--- src/ddmp_pkg.sv ---
package ddmp_pkg;

	typedef enum logic [1:0] {
		CMD_MOVE  = 2'd0,
		CMD_SERVO = 2'd1,
		CMD_HOME  = 2'd2,
		CMD_NONE  = 2'd3
	} cmd_t;

	localparam logic [1:0] REG_HALF_TRACK = 2'd0;
	localparam logic [1:0] REG_RATE       = 2'd1;
	localparam logic [1:0] REG_MAX_SPEED  = 2'd2;
	localparam logic [1:0] REG_DEG_SCALE  = 2'd3;

	localparam logic signed [32:0] KINV_Q30   = 33'sd652032874;
	localparam logic signed [32:0] TWO_PI_Q20 = 33'sd6588397;

	typedef enum logic [4:0] {
		OP_NOP,
		OP_LOAD,
		OP_HOME,
		OP_CORDIC,
		OP_PRIME,
		OP_DELTA,
		OP_DIST,
		OP_TMUL1,
		OP_TMUL2,
		OP_TMUL3,
		OP_SEG_TURN,
		OP_SEG_FWD,
		OP_VL,
		OP_VR,
		OP_CHECK,
		OP_CHUNK,
		OP_DEGL,
		OP_DEGR,
		OP_EMIT_WHEEL,
		OP_EMIT_SERVO
	} dp_op_t;

	typedef struct packed {
		dp_op_t op;
	} dp_cmd_t;

	typedef struct packed {
		logic nz;
		logic turn;
		logic cordic_last;
		logic seg_last;
		logic seg_fwd;
		logic out_free;
	} dp_stat_t;

	typedef enum logic [4:0] {
		ST_IDLE,
		ST_CORDIC,
		ST_PRIME,
		ST_DELTA,
		ST_DIST,
		ST_TMUL1,
		ST_TMUL2,
		ST_TMUL3,
		ST_PLAN,
		ST_FWD,
		ST_VL,
		ST_VR,
		ST_CHECK,
		ST_CHUNK,
		ST_DEGL,
		ST_DEGR,
		ST_EMIT,
		ST_SERVO
	} state_t;

	// arctangent of 2^-i in units of 2*pi / 2^32
	function automatic logic [31:0] atan_at(input logic [4:0] i);
		logic [31:0] r;
		unique case (i)
			5'd0:  r = 32'h20000000;
			5'd1:  r = 32'h12E4051E;
			5'd2:  r = 32'h09FB385B;
			5'd3:  r = 32'h051111D4;
			5'd4:  r = 32'h028B0D43;
			5'd5:  r = 32'h0145D7E1;
			5'd6:  r = 32'h00A2F61E;
			5'd7:  r = 32'h00517C55;
			5'd8:  r = 32'h0028BE53;
			5'd9:  r = 32'h00145F2F;
			5'd10: r = 32'h000A2F98;
			5'd11: r = 32'h000517CC;
			5'd12: r = 32'h00028BE6;
			5'd13: r = 32'h000145F3;
			5'd14: r = 32'h0000A2FA;
			5'd15: r = 32'h0000517D;
			5'd16: r = 32'h000028BE;
			5'd17: r = 32'h0000145F;
			5'd18: r = 32'h00000A30;
			5'd19: r = 32'h00000518;
			5'd20: r = 32'h0000028C;
			5'd21: r = 32'h00000146;
			5'd22: r = 32'h000000A3;
			5'd23: r = 32'h00000051;
			default: r = 32'h0;
		endcase
		return r;
	endfunction

endpackage

--- src/ddmp_ctrl.sv ---
module ddmp_ctrl (
	input  logic               clk,
	input  logic               arst_n,
	input  logic               in_valid,
	input  logic [1:0]         in_cmd,
	output logic               in_ready,
	input  ddmp_pkg::dp_stat_t stat,
	output ddmp_pkg::dp_cmd_t  cmd
);

	ddmp_pkg::state_t state_q, state_d;

	always_ff @(posedge clk or negedge arst_n) begin
		if (!arst_n) begin
			state_q <= ddmp_pkg::ST_IDLE;
		end else begin
			state_q <= state_d;
		end
	end

	always_comb begin
		state_d  = state_q;
		cmd.op   = ddmp_pkg::OP_NOP;
		in_ready = 1'b0;
		unique case (state_q)
			ddmp_pkg::ST_IDLE: begin
				in_ready = 1'b1;
				if (in_valid) begin
					unique case (in_cmd)
						ddmp_pkg::CMD_MOVE: begin
							cmd.op  = ddmp_pkg::OP_LOAD;
							state_d = ddmp_pkg::ST_CORDIC;
						end
						ddmp_pkg::CMD_SERVO: begin
							cmd.op  = ddmp_pkg::OP_LOAD;
							state_d = ddmp_pkg::ST_SERVO;
						end
						ddmp_pkg::CMD_HOME: cmd.op = ddmp_pkg::OP_HOME;
						default: ;
					endcase
				end
			end
			ddmp_pkg::ST_CORDIC: begin
				// zero displacement skips the rotation
				if (!stat.nz) begin
					state_d = ddmp_pkg::ST_PRIME;
				end else begin
					cmd.op = ddmp_pkg::OP_CORDIC;
					if (stat.cordic_last) state_d = ddmp_pkg::ST_PRIME;
				end
			end
			ddmp_pkg::ST_PRIME: begin
				cmd.op  = ddmp_pkg::OP_PRIME;
				state_d = ddmp_pkg::ST_DELTA;
			end
			ddmp_pkg::ST_DELTA: begin
				cmd.op  = ddmp_pkg::OP_DELTA;
				state_d = ddmp_pkg::ST_DIST;
			end
			ddmp_pkg::ST_DIST: begin
				cmd.op  = ddmp_pkg::OP_DIST;
				state_d = ddmp_pkg::ST_TMUL1;
			end
			ddmp_pkg::ST_TMUL1: begin
				cmd.op  = ddmp_pkg::OP_TMUL1;
				state_d = ddmp_pkg::ST_TMUL2;
			end
			ddmp_pkg::ST_TMUL2: begin
				cmd.op  = ddmp_pkg::OP_TMUL2;
				state_d = ddmp_pkg::ST_TMUL3;
			end
			ddmp_pkg::ST_TMUL3: begin
				cmd.op  = ddmp_pkg::OP_TMUL3;
				state_d = ddmp_pkg::ST_PLAN;
			end
			ddmp_pkg::ST_PLAN: begin
				priority if (stat.turn) begin
					cmd.op  = ddmp_pkg::OP_SEG_TURN;
					state_d = ddmp_pkg::ST_VL;
				end else if (stat.nz) begin
					cmd.op  = ddmp_pkg::OP_SEG_FWD;
					state_d = ddmp_pkg::ST_VL;
				end else begin
					state_d = ddmp_pkg::ST_IDLE;
				end
			end
			ddmp_pkg::ST_FWD: begin
				cmd.op  = ddmp_pkg::OP_SEG_FWD;
				state_d = ddmp_pkg::ST_VL;
			end
			ddmp_pkg::ST_VL: begin
				cmd.op  = ddmp_pkg::OP_VL;
				state_d = ddmp_pkg::ST_VR;
			end
			ddmp_pkg::ST_VR: begin
				cmd.op  = ddmp_pkg::OP_VR;
				state_d = ddmp_pkg::ST_CHECK;
			end
			ddmp_pkg::ST_CHECK: begin
				cmd.op  = ddmp_pkg::OP_CHECK;
				state_d = ddmp_pkg::ST_CHUNK;
			end
			ddmp_pkg::ST_CHUNK: begin
				cmd.op  = ddmp_pkg::OP_CHUNK;
				state_d = ddmp_pkg::ST_DEGL;
			end
			ddmp_pkg::ST_DEGL: begin
				cmd.op  = ddmp_pkg::OP_DEGL;
				state_d = ddmp_pkg::ST_DEGR;
			end
			ddmp_pkg::ST_DEGR: begin
				cmd.op  = ddmp_pkg::OP_DEGR;
				state_d = ddmp_pkg::ST_EMIT;
			end
			ddmp_pkg::ST_EMIT: begin
				if (stat.out_free) begin
					cmd.op = ddmp_pkg::OP_EMIT_WHEEL;
					priority if (!stat.seg_last) begin
						state_d = ddmp_pkg::ST_CHUNK;
					end else if (!stat.seg_fwd && stat.nz) begin
						state_d = ddmp_pkg::ST_FWD;
					end else begin
						state_d = ddmp_pkg::ST_IDLE;
					end
				end
			end
			ddmp_pkg::ST_SERVO: begin
				if (stat.out_free) begin
					cmd.op  = ddmp_pkg::OP_EMIT_SERVO;
					state_d = ddmp_pkg::ST_IDLE;
				end
			end
			default: state_d = ddmp_pkg::ST_IDLE;
		endcase
	end

endmodule

--- src/ddmp_dp.sv ---
module ddmp_dp #(
	parameter int MAX_CHUNKS   = 32,
	parameter int ANGLE_BITS   = 16,
	parameter int CORDIC_STEPS = 16
) (
	input  logic                clk,
	input  logic                arst_n,
	input  ddmp_pkg::dp_cmd_t   cmd,
	output ddmp_pkg::dp_stat_t  stat,
	input  logic signed [15:0]  dx,
	input  logic signed [15:0]  dy,
	input  logic                servo_pick,
	input  logic [7:0]          servo_angle_in,
	input  logic [7:0]          packet_tag,
	input  logic [15:0]         half_track_q8,
	input  logic [9:0]          control_rate_hz,
	input  logic [15:0]         max_wheel_speed,
	input  logic [23:0]         wheel_deg_scale_q16,
	input  logic                out_ready,
	output logic                out_valid,
	output logic                kind,
	output logic signed [15:0]  left_speed,
	output logic signed [15:0]  right_speed,
	output logic                servo_pick_out,
	output logic [7:0]          servo_angle_out,
	output logic [7:0]          packet_out,
	output logic                last_of_run,
	output logic                truncated
);

	localparam int AB = ANGLE_BITS;
	localparam int S  = 32 - ANGLE_BITS;
	localparam int IW = $clog2(CORDIC_STEPS);
	localparam int CW = $clog2(MAX_CHUNKS + 1);
	localparam longint THR_L = ((longint'(1) << ANGLE_BITS) * 64'd15915494) / 64'd10000000000;
	localparam logic [AB+1:0] THR = (AB+2)'(THR_L);
	localparam logic signed [AB:0] HALF = {2'b01, {(AB-1){1'b0}}};
	localparam logic signed [AB+1:0] HALF2 = {3'b001, {(AB-1){1'b0}}};
	localparam logic signed [AB+1:0] FULL = {2'b01, {AB{1'b0}}};
	localparam logic [AB-1:0] PI_CODE = {1'b1, {(AB-1){1'b0}}};

	typedef struct packed {
		logic signed [36:0] rest;
		logic [23:0]        mag;
		logic               neg;
	} chunk_t;

	// control state
	logic [AB-1:0] heading_q;
	logic          out_valid_q;

	// payload
	logic signed [32:0] x_q, y_q;
	logic signed [33:0] z_q;
	logic [IW-1:0]      i_q;
	logic               nz_q, pick_q;
	logic [7:0]         ang_in_q, tag_q;
	logic signed [AB:0] prime_q;
	logic signed [AB+1:0] delta_q;
	logic signed [25:0] dist_q, dl_q, dr_q;
	logic signed [43:0] p1_q;
	logic signed [65:0] acc_q;
	logic signed [36:0] vl_q, vr_q;
	logic               trunc_q, seg_last_q, seg_fwd_q;
	logic [CW-1:0]      cnt_q;
	logic [23:0]        clm_q, crm_q;
	logic               cln_q, crn_q;
	logic signed [15:0] degl_q, degr_q;
	logic               o_kind_q, o_pick_q, o_last_q, o_trunc_q;
	logic signed [15:0] o_l_q, o_r_q;
	logic [7:0]         o_ang_q, o_tag_q;

	logic signed [32:0] ma, mb;
	logic signed [65:0] mp;

	logic signed [32:0] xi, yi;
	logic signed [32:0] xs, ys;
	logic signed [33:0] at, zr, af;
	logic [AB-1:0]      code;
	logic signed [AB:0] hn;
	logic signed [AB+1:0] d0, dw, dabs;
	logic signed [25:0] t;
	logic [23:0]        lim;
	logic signed [36:0] limv, limmax, al, ar, m;
	chunk_t             tl, tr;
	logic               out_free, emit;

	function automatic chunk_t take(input logic signed [36:0] v, input logic signed [36:0] lv);
		chunk_t c;
		logic signed [36:0] av;
		av = (v < 0) ? -v : v;
		priority if (v > lv) begin
			c.rest = v - lv;
			c.mag  = lv[23:0];
			c.neg  = 1'b0;
		end else if (v < -lv) begin
			c.rest = v + lv;
			c.mag  = lv[23:0];
			c.neg  = 1'b1;
		end else begin
			c.rest = '0;
			c.mag  = av[23:0];
			c.neg  = v < 0;
		end
		return c;
	endfunction

	function automatic logic signed [15:0] sat(input logic [24:0] mag, input logic neg);
		logic signed [15:0] r;
		if (neg) begin
			r = (mag > 25'd32768) ? 16'sh8000 : -$signed(mag[15:0]);
		end else begin
			r = (mag > 25'd32767) ? 16'sh7fff : $signed(mag[15:0]);
		end
		return r;
	endfunction

	// shared multiplier
	always_comb begin
		ma = '0;
		mb = '0;
		unique case (cmd.op)
			ddmp_pkg::OP_DIST: begin
				ma = x_q;
				mb = ddmp_pkg::KINV_Q30;
			end
			ddmp_pkg::OP_TMUL1: begin
				ma = 33'(delta_q);
				mb = $signed({17'b0, half_track_q8});
			end
			ddmp_pkg::OP_TMUL2: begin
				ma = $signed({12'b0, p1_q[20:0]});
				mb = ddmp_pkg::TWO_PI_Q20;
			end
			ddmp_pkg::OP_TMUL3: begin
				ma = 33'($signed(p1_q[43:21]));
				mb = ddmp_pkg::TWO_PI_Q20;
			end
			ddmp_pkg::OP_VL: begin
				ma = 33'(dl_q);
				mb = $signed({23'b0, control_rate_hz});
			end
			ddmp_pkg::OP_VR: begin
				ma = 33'(dr_q);
				mb = $signed({23'b0, control_rate_hz});
			end
			ddmp_pkg::OP_DEGL: begin
				ma = $signed({9'b0, clm_q});
				mb = $signed({9'b0, wheel_deg_scale_q16});
			end
			ddmp_pkg::OP_DEGR: begin
				ma = $signed({9'b0, crm_q});
				mb = $signed({9'b0, wheel_deg_scale_q16});
			end
			default: ;
		endcase
	end

	assign mp = ma * mb;

	always_comb begin
		xi   = $signed({{3{dx[15]}}, dx, 14'b0});
		yi   = $signed({{3{dy[15]}}, dy, 14'b0});
		xs   = x_q >>> i_q;
		ys   = y_q >>> i_q;
		at   = $signed({2'b00, ddmp_pkg::atan_at(5'(i_q))});
		zr   = z_q + (34'sd1 <<< (S - 1));
		af   = zr >>> S;
		code = af[AB-1:0];
		hn   = (heading_q == PI_CODE) ? HALF : $signed({heading_q[AB-1], heading_q});
		d0   = (AB+2)'(prime_q) - (AB+2)'(hn);
		priority if (d0 > HALF2) dw = d0 - FULL;
		else if (d0 < -HALF2) dw = d0 + FULL;
		else dw = d0;
		dabs   = (delta_q < 0) ? -delta_q : delta_q;
		t      = 26'(acc_q >>> (AB + 20));
		lim    = {((max_wheel_speed == 16'd0) ? 16'd1 : max_wheel_speed), 8'b0};
		limv   = $signed({13'b0, lim});
		limmax = limv * 37'(MAX_CHUNKS);
		al     = (vl_q < 0) ? -vl_q : vl_q;
		ar     = (vr_q < 0) ? -vr_q : vr_q;
		m      = (al > ar) ? al : ar;
		tl     = take(vl_q, limv);
		tr     = take(vr_q, limv);
	end

	assign out_free = !out_valid_q || out_ready;
	assign emit = (cmd.op == ddmp_pkg::OP_EMIT_WHEEL) || (cmd.op == ddmp_pkg::OP_EMIT_SERVO);

	always_ff @(posedge clk or negedge arst_n) begin
		if (!arst_n) begin
			heading_q   <= '0;
			out_valid_q <= 1'b0;
		end else begin
			if (cmd.op == ddmp_pkg::OP_HOME) heading_q <= '0;
			else if (cmd.op == ddmp_pkg::OP_DELTA) heading_q <= prime_q[AB-1:0];
			if (emit) out_valid_q <= 1'b1;
			else if (out_ready) out_valid_q <= 1'b0;
		end
	end

	always_ff @(posedge clk) begin
		unique case (cmd.op)
			ddmp_pkg::OP_LOAD: begin
				nz_q     <= (dx != 16'sd0) || (dy != 16'sd0);
				pick_q   <= servo_pick;
				ang_in_q <= servo_angle_in;
				tag_q    <= packet_tag;
				i_q      <= '0;
				// pre-rotate the left half plane by pi
				if (dx < 0) begin
					x_q <= -xi;
					y_q <= -yi;
					z_q <= (dy >= 0) ? 34'sh080000000 : -34'sh080000000;
				end else begin
					x_q <= xi;
					y_q <= yi;
					z_q <= '0;
				end
			end
			ddmp_pkg::OP_CORDIC: begin
				i_q <= i_q + 1'b1;
				if (y_q > 0) begin
					x_q <= x_q + ys;
					y_q <= y_q - xs;
					z_q <= z_q + at;
				end else begin
					x_q <= x_q - ys;
					y_q <= y_q + xs;
					z_q <= z_q - at;
				end
			end
			ddmp_pkg::OP_PRIME: begin
				if (!nz_q) prime_q <= '0;
				else if (code == PI_CODE) prime_q <= HALF;
				else prime_q <= $signed({code[AB-1], code});
			end
			ddmp_pkg::OP_DELTA: delta_q <= dw;
			ddmp_pkg::OP_DIST:  dist_q <= mp[61:36];
			ddmp_pkg::OP_TMUL1: p1_q <= mp[43:0];
			ddmp_pkg::OP_TMUL2: acc_q <= mp;
			ddmp_pkg::OP_TMUL3: acc_q <= acc_q + (mp <<< 21);
			ddmp_pkg::OP_SEG_TURN: begin
				dl_q      <= -t;
				dr_q      <= t;
				seg_fwd_q <= 1'b0;
			end
			ddmp_pkg::OP_SEG_FWD: begin
				dl_q      <= dist_q;
				dr_q      <= dist_q;
				seg_fwd_q <= 1'b1;
			end
			ddmp_pkg::OP_VL: vl_q <= mp[36:0];
			ddmp_pkg::OP_VR: vr_q <= mp[36:0];
			ddmp_pkg::OP_CHECK: begin
				trunc_q <= m > limmax;
				cnt_q   <= '0;
			end
			ddmp_pkg::OP_CHUNK: begin
				vl_q       <= tl.rest;
				vr_q       <= tr.rest;
				clm_q      <= tl.mag;
				cln_q      <= tl.neg;
				crm_q      <= tr.mag;
				crn_q      <= tr.neg;
				cnt_q      <= cnt_q + 1'b1;
				seg_last_q <= ((tl.rest == 0) && (tr.rest == 0))
					|| (cnt_q == CW'(MAX_CHUNKS - 1));
			end
			ddmp_pkg::OP_DEGL: degl_q <= sat(mp[48:24], cln_q);
			ddmp_pkg::OP_DEGR: degr_q <= sat(mp[48:24], crn_q);
			ddmp_pkg::OP_EMIT_WHEEL: begin
				o_kind_q  <= 1'b0;
				o_l_q     <= degl_q;
				o_r_q     <= degr_q;
				o_pick_q  <= 1'b0;
				o_ang_q   <= '0;
				o_tag_q   <= tag_q;
				o_last_q  <= seg_last_q && (seg_fwd_q || !nz_q);
				o_trunc_q <= trunc_q;
			end
			ddmp_pkg::OP_EMIT_SERVO: begin
				o_kind_q  <= 1'b1;
				o_l_q     <= '0;
				o_r_q     <= '0;
				o_pick_q  <= pick_q;
				o_ang_q   <= ang_in_q;
				o_tag_q   <= tag_q;
				o_last_q  <= 1'b1;
				o_trunc_q <= 1'b0;
			end
			default: ;
		endcase
	end

	assign stat.nz          = nz_q;
	assign stat.turn        = dabs > $signed(THR);
	assign stat.cordic_last = i_q == IW'(CORDIC_STEPS - 1);
	assign stat.seg_last    = seg_last_q;
	assign stat.seg_fwd     = seg_fwd_q;
	assign stat.out_free    = out_free;

	assign out_valid       = out_valid_q;
	assign kind            = o_kind_q;
	assign left_speed      = o_l_q;
	assign right_speed     = o_r_q;
	assign servo_pick_out  = o_pick_q;
	assign servo_angle_out = o_ang_q;
	assign packet_out      = o_tag_q;
	assign last_of_run     = o_last_q;
	assign truncated       = o_trunc_q;

endmodule

--- src/diff_drive_motion_planner_unit.sv ---
// Differential-drive planner: each move request (tuser 0) is turned into a CORDIC heading and
// distance, then into a turn segment if the heading change passes the threshold and a forward
// segment if the displacement is nonzero, each sliced into up to MAX_CHUNKS wheel-speed chunks
// sent on the output stream in deg/s; a servo request (tuser 1) produces one servo result and
// a home request (tuser 2) clears the stored heading. One request is in work at a time, and
// one shared multiplier serves distance, turn, speed and deg/s scaling. Output stalls hold
// the planner until the output register is free.
module diff_drive_motion_planner_unit #(
	parameter int MAX_CHUNKS   = 32,
	parameter int ANGLE_BITS   = 16,
	parameter int CORDIC_STEPS = 16
) (
	input  logic        clk,
	input  logic        arst_n,
	input  logic        s_axis_tvalid,
	output logic        s_axis_tready,
	// dx[15:0], dy[31:16], servo_pick[32], servo_angle_in[40:33], packet_tag[48:41]
	input  logic [55:0] s_axis_tdata,
	// cmd[1:0]
	input  logic [1:0]  s_axis_tuser,
	output logic        m_axis_tvalid,
	input  logic        m_axis_tready,
	// left_speed[15:0], right_speed[31:16], servo_pick_out[32],
	// servo_angle_out[40:33], packet_out[48:41], truncated[49]
	output logic [55:0] m_axis_tdata,
	// kind[0]
	output logic        m_axis_tuser,
	output logic        m_axis_tlast,
	input  logic        psel,
	input  logic        penable,
	input  logic        pwrite,
	input  logic [3:0]  paddr,
	input  logic [31:0] pwdata,
	output logic [31:0] prdata,
	output logic        pready
);

	logic [15:0] half_track_q;
	logic [9:0]  rate_q;
	logic [15:0] max_speed_q;
	logic [23:0] deg_scale_q;

	ddmp_pkg::dp_cmd_t  cmd;
	ddmp_pkg::dp_stat_t stat;

	logic               kind, pick_o, last_o, trunc_o;
	logic signed [15:0] left_v, right_v;
	logic [7:0]         ang_o, tag_o;

	assign pready = 1'b1;

	always_ff @(posedge clk or negedge arst_n) begin
		if (!arst_n) begin
			half_track_q <= 16'd12800;
			rate_q       <= 10'd10;
			max_speed_q  <= 16'd100;
			deg_scale_q  <= 24'd187745;
		end else if (psel && penable && pwrite && pready) begin
			unique case (paddr[3:2])
				ddmp_pkg::REG_HALF_TRACK: half_track_q <= pwdata[15:0];
				ddmp_pkg::REG_RATE:       rate_q       <= pwdata[9:0];
				ddmp_pkg::REG_MAX_SPEED:  max_speed_q  <= pwdata[15:0];
				ddmp_pkg::REG_DEG_SCALE:  deg_scale_q  <= pwdata[23:0];
				default: ;
			endcase
		end
	end

	always_comb begin
		unique case (paddr[3:2])
			ddmp_pkg::REG_HALF_TRACK: prdata = {16'b0, half_track_q};
			ddmp_pkg::REG_RATE:       prdata = {22'b0, rate_q};
			ddmp_pkg::REG_MAX_SPEED:  prdata = {16'b0, max_speed_q};
			ddmp_pkg::REG_DEG_SCALE:  prdata = {8'b0, deg_scale_q};
			default:                  prdata = '0;
		endcase
	end

	ddmp_ctrl u_ctrl (
		.clk      (clk),
		.arst_n   (arst_n),
		.in_valid (s_axis_tvalid),
		.in_cmd   (s_axis_tuser),
		.in_ready (s_axis_tready),
		.stat     (stat),
		.cmd      (cmd)
	);

	ddmp_dp #(
		.MAX_CHUNKS   (MAX_CHUNKS),
		.ANGLE_BITS   (ANGLE_BITS),
		.CORDIC_STEPS (CORDIC_STEPS)
	) u_dp (
		.clk                 (clk),
		.arst_n              (arst_n),
		.cmd                 (cmd),
		.stat                (stat),
		.dx                  ($signed(s_axis_tdata[15:0])),
		.dy                  ($signed(s_axis_tdata[31:16])),
		.servo_pick          (s_axis_tdata[32]),
		.servo_angle_in      (s_axis_tdata[40:33]),
		.packet_tag          (s_axis_tdata[48:41]),
		.half_track_q8       (half_track_q),
		.control_rate_hz     (rate_q),
		.max_wheel_speed     (max_speed_q),
		.wheel_deg_scale_q16 (deg_scale_q),
		.out_ready           (m_axis_tready),
		.out_valid           (m_axis_tvalid),
		.kind                (kind),
		.left_speed          (left_v),
		.right_speed         (right_v),
		.servo_pick_out      (pick_o),
		.servo_angle_out     (ang_o),
		.packet_out          (tag_o),
		.last_of_run         (last_o),
		.truncated           (trunc_o)
	);

	assign m_axis_tdata = {6'b0, trunc_o, tag_o, ang_o, pick_o, right_v, left_v};
	assign m_axis_tuser = kind;
	assign m_axis_tlast = last_o;

`ifndef NO_ASSERTIONS
	a_move_busy: assert property (@(posedge clk) disable iff (!arst_n)
		(s_axis_tvalid && s_axis_tready && s_axis_tuser == ddmp_pkg::CMD_MOVE)
		|=> !s_axis_tready)
		else $error("move request did not leave idle");

	a_servo_last: assert property (@(posedge clk) disable iff (!arst_n)
		(m_axis_tvalid && m_axis_tuser) |-> m_axis_tlast)
		else $error("servo result without last flag");

	a_servo_zero: assert property (@(posedge clk) disable iff (!arst_n)
		(m_axis_tvalid && m_axis_tuser) |-> (m_axis_tdata[31:0] == 32'd0 && !m_axis_tdata[49]))
		else $error("servo result carries wheel data");
`endif

endmodule

--- config.mk ---
export PLATFORM = sky130hd
export DESIGN_NAME = diff_drive_motion_planner_unit
export DESIGN_NICKNAME = d
export VERILOG_FILES = /design/src/ddmp_pkg.sv /design/src/ddmp_ctrl.sv /design/src/ddmp_dp.sv /design/src/diff_drive_motion_planner_unit.sv
export SDC_FILE = /design/constraint.sdc
export NUM_CORES = 2
export LEC_CHECK = 0
export BUFFER_PORTS_ARGS = -buffer_cell sky130_fd_sc_hd__buf_4
export CAP_MARGIN = 20
export CORE_MARGIN = 8
export CORE_UTILIZATION = 33
export CTS_CLUSTER_SIZE = 12
export DETAILED_ROUTE_END_ITERATION = 7
export PLACE_DENSITY_LB_ADDON = 0.12
export SLEW_MARGIN = 0
export SYNTH_ARGS = -nofsm -noshare
export SYNTH_HDL_FRONTEND = slang
export SYNTH_SLANG_ARGS = --single-unit
--- constraint.sdc ---
create_clock -name clk -period 16.5 [get_ports clk]
set_input_delay 0 -clock clk [delete_from_list [all_inputs] [get_ports clk]]
set_output_delay 0 -clock clk [all_outputs]
set_load 0.005 [all_outputs]
After elaboration in Yosys (flattened, before gate mapping) --
Memories as Yosys holds them, arrays and structs flattened. A register that Yosys moved wholly into a read port is not among the register bits. Cells that the tools add are included.
Storage, ports and cells: register bits after elaboration 650, memory bits (read-only) 480, memories kept 1
Operators by class: add/sub/neg operators 25, $mul 1, $lt $le $gt $ge 17, eq/ne operators 50, shifts and indexed selects 2, muxes and demuxes 70, bitwise operators 1, reduce and logical (&&, ||, !) cells 43
Memories:
- (name not given) | depth 16, bits a word 30, read ports 1, clocked after memory_dff 1, wr ports 0, RTL line ddmp_pkg.sv:78 | unique case (i)
Operators by type and width (number):
- $pmux 33 s8 | 1
- $mux 62 | 4
- $pmux 5 s18 | 2
- $pmux 30 s5 | 1
- $pmux 37 s2 | 2
- $mux 33 | 4
- $pmux 33 s2 | 2
- $pmux 66 s2 | 1
- $mux 16 | 8
- $pmux 32 s4 | 1
- $mux 37 | 3
- $pmux 26 s2 | 2
- $mux 34 | 3
- $eq 5x4->1 const B | 16
- $add 37x25->37 | 2
- $gt 37x25->1 | 2
- $logic_not 37->1 | 2
- $lt 37x1->1 const B | 2
- $lt 37x37->1 | 2
- $neg 37->37 | 2
- $sub 37x25->37 | 2
- $pmux 34 s2 | 1
- $add 33x33->33 | 2
- $add 66x66->66 | 1
- 64 further kinds | 141

Logic depth before layout (Yosys ltp) --
depth after elaboration 12, depth in mapped cells 49, gate-level depth less buffers 44

Modules after synthesis --
Synthesis repeated with hierarchy kept, for this count alone.
Second synthesis, totals: cells, all modules 9032, area total of the unflattened synthesis 83341.2 µm²
By module, submodules not included:
- ddmp_dp | times used 1, cells an instance 8768, area an instance 79658.9 µm², sequential area each 17061.4 µm²
- diff_drive_motion_planner_unit | times used 1, cells an instance 199, area an instance 3138.0 µm², sequential area each 1674.1 µm²
- ddmp_ctrl | times used 1, cells an instance 65, area an instance 544.3 µm², sequential area each 125.1 µm²

Worst setup path after synthesis --
Ideal clock, no wire load.
path kind reg2reg, from register u_ctrl.state_q[0], to register u_dp.acc_q[61], data pin, library setup time 0.266 ns, arrival 12.138 ns, slack 4.096 ns, stages on the path, launching flop included 42, buffers on the path 6, cells stage by stage dfrtp_1 > clkbuf_1 > clkinv_1 > nor2_1 > and3_1 > clkbuf_1 > clkbuf_1 > buf_1 > a221o_1 > clkbuf_1 > nand2_1 > fa_1 > inv_1 > fa_1 > inv_1 > fa_1 > fa_1 > inv_1 > (+6 left out) > ha_1 > clkbuf_1 > a21oi_1 > o21ai_0 > nor3_1 > a21oi_1 > xnor2_1 > inv_1 > ha_1 > or3_1 > o41ai_1 > or2_2 > a21boi_0 > o211ai_1 > a31oi_1 > a31oi_1 > xnor2_1 > mux2i_1
Between the ends: longest elaborated chain between the ends 8, elaborated cells between the ends (all ways) 35, classes of those cells 1 x add/sub; 1 x mul; 25 x eq/ne; 4 x mux; 4 x reduce/logical
RTL lines:
- start: declaration | RTL line ddmp_ctrl.sv:11 | ddmp_pkg::state_t state_q, state_d;
- start signal: assignment | RTL line ddmp_ctrl.sv:15 | state_q <= ddmp_pkg::ST_IDLE;
- start signal: assignment | RTL line ddmp_ctrl.sv:17 | state_q <= state_d;
- $eq 5x5->1, or another cell as far along | RTL line ddmp_ctrl.sv:25 | unique case (state_q)
- $pmux 5 s18 * | RTL line ddmp_ctrl.sv:25
- $eq 5x5->1 or $eq 5x4->1 (tied branches) | RTL line ddmp_dp.sv:122 | unique case (cmd.op)
- $reduce_or 2->1 (no source line)
- $pmux 30 s5 | RTL line ddmp_dp.sv:122
- $mul 33x31->64 * | RTL line ddmp_dp.sv:159 | assign mp = ma * mb;
- via u_dp.mp[25] | RTL line ddmp_dp.sv:74 | logic signed [65:0] mp;
- $add 66x66->66 * | RTL line ddmp_dp.sv:242 | ddmp_pkg::OP_TMUL3: acc_q <= acc_q + (mp <<< 21);
- $pmux 66 s2 * | RTL line ddmp_dp.sv:203 | unique case (cmd.op)
- end signal: assignment | RTL line ddmp_dp.sv:241 | ddmp_pkg::OP_TMUL2: acc_q <= mp;
- end signal: assignment | RTL line ddmp_dp.sv:242
- end: declaration | RTL line ddmp_dp.sv:62 | logic signed [65:0] acc_q;
Mark *: on every way through the listed nets, which the timed path passes. The rest lies on a longest branch. A chain may end at the register's enable or synchronous reset.

Final worst setup path --
from register u_ctrl.state_q[1], to register u_dp.acc_q[61], data pin
Same word-level chain as after synthesis.

==> results.ini <==
[sta]
slew_violations=0
finalSetupTns_ns=0
skew_ns=0.0649
finalHoldViolCount=0
rsz0062_at_grt=no
finalSetupViolations=0
worstMarginPinSlew_ns=1.17
period_share_pct=87.2
period_needed_ns=14.39
slew_headroom_pct=21.0
max_freq_ghz=0.0695

[cells_and_area]
drive_above_1_share_pct=9.18
fillCellCount=25700
nets=10800
syn_to_final_growth_pct=11.4
final_cells=12600

[die]
dieArea_um2=268000
fp.dieW_um=518
start_util_pct=33.1
boundaryPins=194
fp-row-count=184
core_um2=251000
die_y_um=518

[route]
met1_length_mm=144
dr_total_vias=68300
route.top_layer_used=met5
avgRoutedWirePerCell_um=25.3
drt_first_pass_iters=6
wirelength_mm=319
routed_via_density=5.41
wl_met2_mm=146
ant_nets=0
met3_length_mm=18.4
drtIter0Drc=5919
drc=0

[setup_path]
worstPathArrival_ns=14.80
crit_path_start_kind=register
critical_path_required_ns=16.91
r2r_end=u_dp.acc_q[61]$_DFFE_PP_
crit_top_cell=fa_1
worstSetupEndpointType=register
reg2reg_slack_ns=2.11
critPathKind=register to register
slowest_delay_ns=1.05
timing.rr.start=u_ctrl.state_q[1]$_DFFE_PN0P_
r2r_cells=38
crit_path_top_delay_cell=o41ai_1
cp_max_fo=28

[grt]
grt_pass1_wl_mm=469
grt_max_degree=67
track_usage_pct=23.1
antenna_found_initial=27
overflow=0
grt_pass1_vias=68400

[yosys]
synth_area_leaders=fa_1, edfxtp_1, ha_1
synth.most_common_cell=inv_1
avgSynthCellArea_um2=9.20
synth_area_um2=83100
ys_types=100
synth.top_cell.area_share_pct=22.4
synth_edf_count=534
yosys.area.top_type=fa_1
ys_ff_latch=652
async_flop_share_pct=13.5
synth-main-ff-cell=edfxtp_1
yosysWarnings=0
synthCells=9040
ys_top_cells_by_count=inv_1, fa_1, nand2_1
ys_seq_area_share_pct=22.7

[placement]
dp_hpwl_mm=254
numPortBuffers=161
dpl.cell_count=12300
place_congestion=0.929

[hold_path]
hp-class=primary input to register
hold_end=deg_scale_q[16]$_DFFE_PN0P_
hp-start=paddr[3]
whs_path_depth=4

[clocking]
cts.path.max_buffers=3
cts_htree_levels=3
postCtsSetupRepairBufs=0
root_buffer=clkbuf_16
worst_skew_pair.late_latency_ns=0.73
cts_sinks=652
cts_resized=0
cts_inserted_buffers=79
cts_tree=built
clk_pin_slew_worst_paths_ns=0.07

[job]
maxCapViolCount=0

[outcome]
status=finished clean

==> cells by family (layout without fill, tap and decap cells) <==
family / count (synthesis) / count (layout) / share of synthesized area, %
buffers and inverters: 1696 / 1877 / 7.82
AND/OR/NAND/NOR: 2740 / 2740 / 15.2
flip-flops: 652 / 652 / 22.7
other: 2 / 49 / 0.00903
XOR/XNOR: 438 / 438 / 4.61
AO/OA/AOI/OAI: 1658 / 1658 / 12.9
adder cells (fa/ha/maj): 1530 / 1530 / 31.4
multiplexers: 324 / 324 / 5.41
==> per-stage QoR <==
stage | util (%) | setup slack, ns | cell area (µm²) | hold WS [ns]
floorplan | - | 4.10 | 83300 | -0.296
global route | 36.9 | 1.75 | 92600 | 0.0722
global placement | 35.3 | 2.31 | 88700 | -0.0234
detailed placement | 35.3 | 2.35 | 88700 | -0.0215
finish | 36.9 | 2.11 | 92700 | 0.0652
CTS | 36.9 | 2.23 | 92600 | 0.00709
==> critical path, delay by kind of cell, from the launching register on <==
family / cells / cell delay [ns]
and+or+nand+nor: 9 / 4.32
muxes: 1 / 0.09
xor gates and xnor gates: 2 / 0.32
AOI/OAI and AO/OA: 9 / 2.94
buffers and inverters: 7 / 0.73
DFF: 1 / 0.69
adders and majority gates: 10 / 4.94
==> placed cells by master (no fill, tap or decap), types with 81 or more instances in the layout <==
cell / Yosys / layout
a21o_1: 143 / 143
a21oi_1: 480 / 476
and2_1: 102 / 102
and3_1: 105 / 102
buf_4: 21 / 340
clkbuf_16: 0 / 81
dlygate4sd3_1: 0 / 115
edfxtp_1: 534 / 534
fa_1: 932 / 931
ha_1: 598 / 598
inv_1: 1261 / 1259
mux2_2: 149 / 149
mux2i_1: 89 / 89
mux4_2: 85 / 85
nand2_1: 894 / 892
nand2b_1: 85 / 85
nand3_1: 131 / 130
nor2_1: 850 / 842
nor3_1: 166 / 157
o21ai_0: 359 / 357
xnor2_1: 258 / 254
xor2_1: 180 / 180
==> flip-flops by register name, summed over array words and instances, names as in the netlist, 30 cells and up <==
register    flops
u_dp.p1_q      44
u_dp.acc_q     41
u_dp.vl_q      37
u_dp.vr_q      37
u_dp.x_q       33
u_dp.y_q       33
u_dp.z_q       32
u_dp.at        30
==> cell type report <==
type | count | area [µm²] | share of cell area (%)
antenna | 12 | 30.0 | 0.0324
clock inverter | 41 | 519 | 0.560
clock buffer | 103 | 2180 | 2.35
multi-input combinational | 6727 | 58300 | 62.9
sequential | 652 | 18900 | 20.4
timing repair buffer | 464 | 3820 | 4.12
tap | 3348 | 4190 | 4.52
inverter | 1269 | 4770 | 5.15
==> worst max path at each step <==
stage	start	end	slack, ns	cells past startpoint
after floorplan	u_ctrl.state_q[0]$_DFFE_PN0P_	u_dp.acc_q[61]$_DFFE_PP_	4.10	41
after global placement	u_ctrl.state_q[1]$_DFFE_PN0P_	u_dp.acc_q[61]$_DFFE_PP_	2.31	38
after detailed placement	u_ctrl.state_q[1]$_DFFE_PN0P_	u_dp.acc_q[61]$_DFFE_PP_	2.35	38
after CTS	u_ctrl.state_q[1]$_DFFE_PN0P_	u_dp.acc_q[61]$_DFFE_PP_	2.23	38
after global routing	u_ctrl.state_q[1]$_DFFE_PN0P_	u_dp.acc_q[61]$_DFFE_PP_	1.75	38
final	u_ctrl.state_q[1]$_DFFE_PN0P_	u_dp.acc_q[61]$_DFFE_PP_	2.11	38
==> per-layer routing <==
layer / vias up / GRT usage, %
li1: 30900 / -
met1: 34900 / 32.6
met2: 2062 / 37.3
met3: 368 / 2.85
met4: 16 / 6.88
met5: - / 0
==> repair_timing <==
item | CTS | global route
hold buffers | 116 | 0
setup endpoints to repair | 0 | 0
endpoints found under the hold margin | 194 | 0
Power is left out: the tool's default activity adds up to more than one toggle a clock period on the data nets, which glitch-free logic cannot reach.
